**src/sv/pde_pkg.sv**
```systemverilog
// Types, constants and helpers of the polynomial derivative evaluator.
package pde_pkg;

	localparam int COEF_W  = 32;
	localparam int ACC_W   = 48;
	localparam int FACT_W  = 13;
	localparam int DEG_W   = 3;
	localparam int ORDER_W = 4;
	localparam int SCALE_W = 46;
	localparam int PLO_W   = 65;
	localparam int FULL_W  = 80;

	localparam logic MODE_WRITE = 1'b0;
	localparam logic MODE_EVAL  = 1'b1;

	// Register index, taken from paddr[2].
	localparam logic REG_POLY_DEGREE = 1'b0;

	localparam logic signed [ACC_W-1:0] SAT_MAX = {1'b0, {(ACC_W-1){1'b1}}};
	localparam logic signed [ACC_W-1:0] SAT_MIN = {1'b1, {(ACC_W-1){1'b0}}};

	// Falling factorial j!/(j-k)!, row j, column k; zero where k > j.
	localparam logic [FACT_W-1:0] FALL_FACT [8][8] = '{
		'{13'd1, 13'd0, 13'd0,  13'd0,   13'd0,   13'd0,    13'd0,    13'd0},
		'{13'd1, 13'd1, 13'd0,  13'd0,   13'd0,   13'd0,    13'd0,    13'd0},
		'{13'd1, 13'd2, 13'd2,  13'd0,   13'd0,   13'd0,    13'd0,    13'd0},
		'{13'd1, 13'd3, 13'd6,  13'd6,   13'd0,   13'd0,    13'd0,    13'd0},
		'{13'd1, 13'd4, 13'd12, 13'd24,  13'd24,  13'd0,    13'd0,    13'd0},
		'{13'd1, 13'd5, 13'd20, 13'd60,  13'd120, 13'd120,  13'd0,    13'd0},
		'{13'd1, 13'd6, 13'd30, 13'd120, 13'd360, 13'd720,  13'd720,  13'd0},
		'{13'd1, 13'd7, 13'd42, 13'd210, 13'd840, 13'd2520, 13'd5040, 13'd5040}
	};

	typedef enum logic [2:0] {
		ST_IDLE,
		ST_MUL,
		ST_SUM,
		ST_ACC,
		ST_DONE
	} pde_state_t;

	typedef struct packed {
		logic start;
		logic wr_coef;
		logic mul;
		logic sum;
		logic acc;
		logic emit;
	} pde_cmd_t;

	typedef struct packed {
		logic order_high;
		logic last_step;
		logic out_free;
	} pde_status_t;

endpackage

```
**src/sv/pde_ctrl.sv**
```systemverilog
// Sequencer of the evaluator: steps the multiply, shift and accumulate loop.
module pde_ctrl import pde_pkg::*; (
	input  logic        clk,
	input  logic        arst_n,
	input  logic        in_valid,
	output logic        in_ready,
	input  logic        mode,
	input  pde_status_t status,
	output pde_cmd_t    cmd
);

	pde_state_t state_q, state_d;

	always_ff @(posedge clk or negedge arst_n) begin
		if (!arst_n) begin
			state_q <= ST_IDLE;
		end else begin
			state_q <= state_d;
		end
	end

	always_comb begin
		state_d  = state_q;
		cmd      = '0;
		in_ready = 1'b0;
		unique case (state_q)
			ST_IDLE: begin
				in_ready = 1'b1;
				if (in_valid) begin
					if (mode == MODE_EVAL) begin
						cmd.start = 1'b1;
						state_d   = status.order_high ? ST_DONE : ST_MUL;
					end else begin
						cmd.wr_coef = 1'b1;
					end
				end
			end
			ST_MUL: begin
				cmd.mul = 1'b1;
				state_d = ST_SUM;
			end
			ST_SUM: begin
				cmd.sum = 1'b1;
				state_d = ST_ACC;
			end
			ST_ACC: begin
				cmd.acc = 1'b1;
				state_d = status.last_step ? ST_DONE : ST_MUL;
			end
			ST_DONE: begin
				// hold until the output register has room
				if (status.out_free) begin
					cmd.emit = 1'b1;
					state_d  = ST_IDLE;
				end
			end
			default: begin
				state_d = ST_IDLE;
			end
		endcase
	end

endmodule

```
**config.mk**
```make
export PLATFORM = sky130hd
export DESIGN_NAME = pde_ctrl
export DESIGN_NICKNAME = d
export VERILOG_FILES = /design/src/sv/pde_pkg.sv /design/src/sv/pde_ctrl.sv
export SDC_FILE = /design/constraint.sdc
export NUM_CORES = 1
export LEC_CHECK = 0
export BUFFER_PORTS_ARGS = -buffer_cell sky130_fd_sc_hd__buf_2
export CAP_MARGIN = 40
export CORE_AREA = 10 10 47 49
export CTS_BUF_LIST = sky130_fd_sc_hd__clkbuf_2
export DETAILED_ROUTE_END_ITERATION = 8
export DIE_AREA = 0 0 57 59
export HOLD_SLACK_MARGIN = 0.08
export PLACE_DENSITY = 0.45
export SYNTH_ARGS = -nofsm -noshare
export SYNTH_HDL_FRONTEND = slang
export SYNTH_SLANG_ARGS = --single-unit
```
**constraint.sdc**
```tcl
create_clock -name clk -period 1.5 [get_ports clk]
set_input_delay 0.075 -clock clk [delete_from_list [all_inputs] [get_ports clk]]
set_output_delay 0.075 -clock clk [all_outputs]
set_load 0.01 [all_outputs]
```
==> results of run 1 <==
-- synth_stat cells --
master    n  area (µm²)
nor2_1    4        15.0
dfrtp_1   3        75.1
nor3_1    2        10.0
a21boi_0  1        7.51
a221o_1   1        10.0
a31oi_1   1        6.26
and3_4    1        11.3
and3b_2   1        10.0
inv_1     1        3.75
nand2_1   1        3.75
nand2b_1  1        6.26
nor3_2    1        10.0
nor4b_1   1        8.76
or2_1     1        6.26
-- layout by cell type (no fill, tap or decap) --
cell	Yosys	final
nor3_2	1	1
a221o_1	1	1
nand2_1	1	1
nor2_1	4	4
dfrtp_1	3	3
and3b_2	1	1
nor4b_1	1	1
a31oi_1	1	1
clkbuf_2	0	4
nand2b_1	1	1
and3_4	1	1
a21boi_0	1	1
buf_2	0	13
inv_1	1	1
dlygate4sd3_1	0	1
or2_1	1	1
nor3_1	2	2
-- cells by family (layout without fill, tap and decap cells) --
logic type / after synthesis / count (layout) / synth area share (%)
AOI/OAI and AO/OA: 3 / 3 / 12.9
buffers and inverters: 1 / 19 / 2.04
and+or+nand+nor: 13 / 13 / 44.2
DFF: 3 / 3 / 40.8
-- layout make-up --
type / count / share of cell area (%)
inverter: 1 / 1.26
sequential: 3 / 25.1
timing repair buffer: 14 / 25.1
tap: 16 / 6.69
clock buffer: 4 / 6.69
multi-input combinational: 16 / 35.1
-- final timing paths --
| check | from | end | slack, ns | depth (start not counted) |
|---|---|---|---|---|
| worst max-delay path | state_q[0] | cmd[5] | 0.18 | 3 |
| worst max register to register | state_q[0] | state_q[2] | 0.36 | 3 |
| max in group asynchronous | arst_n | state_q[2] | 1.20 | 2 |
| worst min-delay path | status[2] | state_q[2] | 0.13 | 2 |
| worst min register to register | state_q[2] | state_q[0] | 0.54 | 1 |
| min in group asynchronous | arst_n | state_q[1] | 0.20 | 2 |
-- critical path: cells and delay by family, from the launching register on --
family | cells | cell delay (ns)
buffers and inverters | 1 | 0.13
flip-flops | 1 | 0.45
AND/OR/NAND/NOR | 2 | 0.47
-- layer usage --
| layer | share of wire, % | wire, µm | vias up |
|---|---|---|---|
| li1 | - | - | 108 |
| met1 | 56 | 342 | 89 |
| met2 | 25 | 152 | 14 |
| met3 | 18 | 107 | 2 |
| met4 | 0.99 | 6 | 0 |
| met5 | 0 | 0 | - |
-- report_power, final --
| part | switching [mW] | total, mW | internal [mW] |
|---|---|---|---|
| clock network | 0.0417 | 0.112 | 0.0704 |
| logic | 0.131 | 0.255 | 0.124 |
| registers | 0.0608 | 0.177 | 0.116 |
==> reports/results.txt, run 1 <==
outcome - finished, final reports clean
sequential area share after synthesis - 40.8%
share of layout cells above drive strength 1 - 52.6%
Max FO, Critical Path - 7
H-tree levels - 1
pwr/cell area - 1820 nW/µm²
wire per inst - 11.3 µm
number of max-cap violations - 0
Netlist cell types - 14
final hold vios - 0
number of global-route vias before repair - 247
P_leak - 0.161 nW
maximum VDD drop - 0.000498 V
initial antenna violation count - 0
Clk Tree Root Cell - clkbuf_2
Max clock buf depth - 2
Final ANT Viol Nets - 0
CTS tree - built
Pre-antenna DRT Iters - 2
RePlAce Congestion - 0.704
Final Skew - 0.00129 ns
pin count of the biggest net entering global routing - 8
Chip Height - 59 µm
max reg flops - 3
Core Util, Final - 21.3%
Nets - 46
CP Cell Sequence - nor3_2 > and3_4 > buf_2
Mapped Area - 184 µm²
Layout Cells excl Fill - 54
detailed placement HPWL - 506 µm
GR Util All Layers - 3.97%
Post-CTS Setup Inserts - 0
Least-Margin Pin Slew - 0.248 ns
cts bufs inserted - 3
initial detailed-routing violation count - 11
yosys warns - 0
Final Cell Area - 299 µm²
syn_area_per_cell - 9.20 µm²
global-route wire length before repair - 1.03 mm
starting density of the core - 13.1%
pre-CTS setup slack - 0.362 ns
PnR Total Power - 0.544 mW
row cnt - 14
Final Cycle Share - 88.0%
clock slew at reported path FFs - 0.04 ns
final WL - 609 µm
Top Ports - 14
global routing usage on met1 - 4.98%
placed insts - 49
Slew headroom - 83.2%
kind of end point of the critical path - output pin
post-cts repair resize count - 0
Vias - 213
Antenna Cells - 0
critical path arrival - 1.24 ns
Cells after Synth - 20
Critical Path Max Stage Delay - 0.45 ns
HP Class - input port to register
final setup violating endpoints - 0
DP Area - 269 µm²
total grt overflow - 0
area delta synth->final - 62.6%
via/cell ratio - 3.94
DIE AREA - 3360 µm²
syn nets - 27
slowest cell on the critical path - dfrtp_1
largest registers - state_q (3)
Core ar. - 1400 µm²
Data required, critical path - 1.42 ns
hold buffers post-CTS - 1
Max Clk Rate - 758 MHz
Hold Slack - 0.129 ns
area occupied by registers - 75.1 µm²
setup TNS - 0 ns
met2 Track Usage GR - 3.10%
fillers - 166
CP Class - register to output pin
Slew Viols, Final - 0
post-route minimum period - 1.32 ns
CP Launch Type - register
Port Buffers - 13
Clk Latency, worst-skew pair - 0.20 ns
RSZ-0062 raised after global routing - false
Seq cells post-synth - 3
setup ws final - 0.180 ns
Die W - 57 µm
largest reg by FF count - state_q
drt drc - 0
clk sink count - 3
gr busiest metal - met3
GR Util met3 - 5.15%
area of the multi-input gates - 105 µm²
(Power assumes the default switching activity.)
==> run 2, diff against run 1 <==
CTS_BUF_LIST = not set   (was sky130_fd_sc_hd__clkbuf_2)
==> reports/results.txt, run 2 (synthesis results as in run 1) <==
Max Clk Rate - 738 MHz
Nets - 46
switching share of total power - 41.1%
Slew headroom - 83.5%
H-tree levels - 1
Least-Margin Pin Slew - 0.244 ns
maximum VDD drop - 0.000501 V
cell family with most CP delay - simple AND/OR/NAND/NOR gates
HP Class - input port to register
GR Util All Layers - 4.19%
Die W - 57 µm
RePlAce Congestion - 0.704
Data required, critical path - 1.42 ns
final setup violating endpoints - 0
PnR Total Power - 0.577 mW
P_sw - 0.237 mW
number of global-route vias before repair - 253
Final Cycle Share - 90.3%
area occupied by registers - 75.1 µm²
Slew Viols, Final - 0
starting density of the core - 13.1%
Top Ports - 14
Pre-antenna DRT Iters - 3
slowest cell on the critical path - dfrtp_1
final WL - 635 µm
combinational share of power - 44.5%
total grt overflow - 0
Int Power - 0.340 mW
initial detailed-routing violation count - 2
Max clock buf depth - 2
Clk Tree Root Cell - clkbuf_4
sequential share of power - 31.0%
CP Cell Sequence - nor3_2 > and3_4 > buf_2
setup TNS - 0 ns
Vias - 211
initial antenna violation count - 0
clk sink count - 3
P_leak - 0.159 nW
clock power share - 24.5%
Critical Path Max Stage Delay - 0.45 ns
leading cell type in the layout, fill and taps excluded - buf_2
CP Launch Type - register
pwr/cell area - 1890 nW/µm²
largest reg by FF count - state_q
Antenna Cells - 0
RSZ-0062 raised after global routing - false
largest registers - state_q (3)
wire per inst - 11.8 µm
detailed placement HPWL - 506 µm
Max FO, Critical Path - 7
row cnt - 14
outcome - finished, final reports clean
max reg flops - 3
Clk Latency, worst-skew pair - 0.23 ns
kind of end point of the critical path - output pin
drt drc - 0
CP Class - register to output pin
share of layout cells above drive strength 1 - 50.0%
post-route minimum period - 1.35 ns
hold buffers post-CTS - 1
global-route wire length before repair - 1.09 mm
cts bufs inserted - 3
CTS tree - built
Port Buffers - 13
post-cts repair resize count - 0
area delta synth->final - 66.0%
Final ANT Viol Nets - 0
Chip Height - 59 µm
critical path arrival - 1.28 ns
most frequent cells in the layout - buf_2, nor2_1, clkbuf_4, dfrtp_1, nor3_1
Final Skew - 0.000455 ns
number of max-cap violations - 0
pin count of the biggest net entering global routing - 8
area of the multi-input gates - 105 µm²
DIE AREA - 3360 µm²
Core ar. - 1400 µm²
Post-CTS Setup Inserts - 0
final hold vios - 0
clock slew at reported path FFs - 0.04 ns
via/cell ratio - 3.91
WP buf/inv - 1
fillers - 162
FF-to-FF setup slack - 0.35 ns
[run 2: worst reg2reg max path: stages (launching register included)]
cell and delay, ns:
dfrtp_1 0.46, nor3_2 0.10, and3_4 0.19, a221o_1 0.28
[run 2: power by group through the flow]
stage	logic (mW)	registers (mW)	clock network, mW
global placement	0.257	0.180	0
finish	0.257	0.179	0.141
CTS	0.264	0.176	0.150
detailed placement	0.257	0.177	0
floorplan	0.162	0.162	0
global route	0.288	0.189	0.158
[run 2: layout make-up]
type | instances | share of cell area [%]
flip-flops and latches | 3 | 24.6
multi-input cells | 16 | 34.4
clock buffers | 4 | 8.61
well taps | 16 | 6.56
inverters | 1 | 1.23
repair buffers | 14 | 24.6
[run 2: worst paths after layout]
check,start,endpoint,cells after the start
hold reg to reg,state_q[2],state_q[0],1
min in group asynchronous,arst_n,state_q[1],2
setup reg to reg,state_q[0],state_q[2],3
setup / recovery,state_q[0],cmd[5],3
hold / removal,status[2],state_q[2],2
max in group asynchronous,arst_n,state_q[2],2
[run 2: layer usage]
metal / track usage [%] / routed length [µm] / share of wire (%) / up-vias
li1: - / - / - / 108
met1: 5.10 / 345 / 54 / 87
met2: 3.72 / 175 / 28 / 14
met3: 5.15 / 107 / 17 / 2
met4: 2.01 / 6 / 0.94 / 0
met5: 0 / 0 / 0 / -
[run 2: metrics by stage]
step                      hold slack, ns  util (%)  std cells  setup slack [ns]  instance area [µm²]
after detailed placement          -0.127      19.2         49             0.362                  269
after global placement            -0.127      19.2         49             0.365                  269
final                             0.0980      21.8         54             0.146                  305
after CTS                         0.0913      21.8         54             0.136                  305
after global routing               0.111      21.8         54            0.0427                  305
after floorplan                   -0.221         -         20             0.347                  184
==> run 3, diff against run 2 <==
SETUP_SLACK_MARGIN = 0.15   (was not set)
==> reports/results.txt, run 3 (synthesis results as in run 1) <==
most frequent cells in the layout - buf_2, nor2_1, clkbuf_4, dfrtp_2
Clk Tree Root Cell - clkbuf_4
sequential share of power - 28.9%
area delta synth->final - 79.6%
clock slew at reported path FFs - 0.04 ns
via/cell ratio - 4.09
HP Class - input port to register
Clk Latency, worst-skew pair - 0.23 ns
number of max-cap violations - 0
Data required, critical path - 1.42 ns
drt drc - 0
post-route minimum period - 1.30 ns
setup TNS - 0 ns
Max Clk Rate - 767 MHz
Int Power - 0.393 mW
largest reg by FF count - state_q
Max FO, Critical Path - 5
Slew headroom - 83.3%
cts bufs inserted - 3
pin count of the biggest net entering global routing - 8
wire per inst - 12.0 µm
Core Util, Final - 23.6%
Final ANT Viol Nets - 0
CTS tree - built
Chip Height - 59 µm
pwr/cell area - 1980 nW/µm²
GR Util All Layers - 4.19%
switching share of total power - 40.0%
Final Skew - 0.00106 ns
global-route wire length before repair - 1.09 mm
Top Ports - 14
Nets - 48
Slew Viols, Final - 0
detailed placement HPWL - 506 µm
P_leak - 0.167 nW
Pre-antenna DRT Iters - 2
outcome - finished, final reports clean
Layout Cells excl Fill - 56
starting density of the core - 13.1%
Antenna Cells - 0
row cnt - 14
Max clock buf depth - 2
initial detailed-routing violation count - 11
leading cell type in the layout, fill and taps excluded - buf_2
clock power share - 21.6%
Die W - 57 µm
RePlAce Congestion - 0.704
PnR Total Power - 0.655 mW
clk sink count - 3
DIE AREA - 3360 µm²
initial antenna violation count - 0
P_sw - 0.262 mW
final hold vios - 0
max reg flops - 3
placed insts - 49
CP Launch Type - register
total grt overflow - 0
final WL - 672 µm
maximum VDD drop - 0.000521 V
Least-Margin Pin Slew - 0.247 ns
combinational share of power - 49.5%
kind of end point of the critical path - output pin
largest registers - state_q (3)
RSZ-0062 raised after global routing - true
Final Cycle Share - 86.9%
CP Class - register to output pin
critical path arrival - 1.23 ns
Vias - 229
final setup violating endpoints - 0
H-tree levels - 1
Port Buffers - 13
share of layout cells above drive strength 1 - 60.0%
number of global-route vias before repair - 251
Core ar. - 1400 µm²
run 3: cell count changes in the layout (fill, tap and decap cells not counted):
| cell | delta |
|---|---|
| buf_4 | +2 |
| dfrtp_1 | -3 |
| dfrtp_2 | +3 |
| nor3_2 | -1 |
| nor3_4 | +1 |
run 3: worst paths after layout:
kind / startpoint / slack, ns / end / cells after the start
worst max-delay path: state_q[0] / 0.20 / cmd[5] / 3
worst min-delay path: status[2] / 0.1 / state_q[2] / 2
worst max register to register: state_q[0] / 0.40 / state_q[2] / 3
worst min register to register: state_q[2] / 0.52 / state_q[0] / 1
max in group asynchronous: arst_n / 1.21 / state_q[2] / 2
min in group asynchronous: arst_n / 0.17 / state_q[1] / 2
run 3: metal layers:
layer | vias to the layer above | wire [µm] | part of all wire [%] | GRT usage (%)
li1 | 114 | - | - | -
met1 | 99 | 348 | 52 | 5.10
met2 | 14 | 209 | 31 | 3.72
met3 | 2 | 107 | 16 | 5.15
met4 | 0 | 6 | 0.89 | 2.01
met5 | - | 0 | 0 | 0
run 3: worst max-delay path, cell delays in order, from the launching register on:
cell and delay, ns:
dfrtp_2 0.44, nor3_4 0.23, and3_4 0.21, buf_2 0.13
run 3: power groups by stage:
| stage | sequential [mW] | clock, mW | combinational, mW |
|---|---|---|---|
| 6_report | 0.190 | 0.141 | 0.324 |
| 3_5_place_dp | 0.177 | 0 | 0.257 |
| 4_1_cts | 0.177 | 0.150 | 0.263 |
| 2_1_floorplan | 0.162 | 0 | 0.162 |
| 3_3_place_gp | 0.180 | 0 | 0.257 |
| 5_1_grt | 0.201 | 0.158 | 0.357 |
run 3: layout make-up:
cell class | instances | area, µm²
Fill cell | 158 | 1070
Sequential cell | 3 | 78.8
Tap cell | 16 | 20.0
Clock buffer | 4 | 26.3
Timing Repair Buffer | 16 | 90.1
Inverter | 1 | 3.75
Multi-Input combinational cell | 16 | 111
run 3: what timing repair did:
action,in CTS,in global routing
gates cloned,0,0
buffers inserted,0,2
hold buffers,1,0
setup endpoints to repair,1,2
hold endpoints to repair,3,0
pin swaps,1,1
resized for setup,0,4
run 3: metrics by stage:
stage	hold slack [ns]	cell area, µm²	setup slack, ns
2_1_floorplan	-0.221	184	0.347
3_3_place_gp	-0.127	269	0.365
3_5_place_dp	-0.127	269	0.362
4_1_cts	0.0913	305	0.169
5_1_grt	0.111	330	0.133
6_report	0.0983	330	0.196
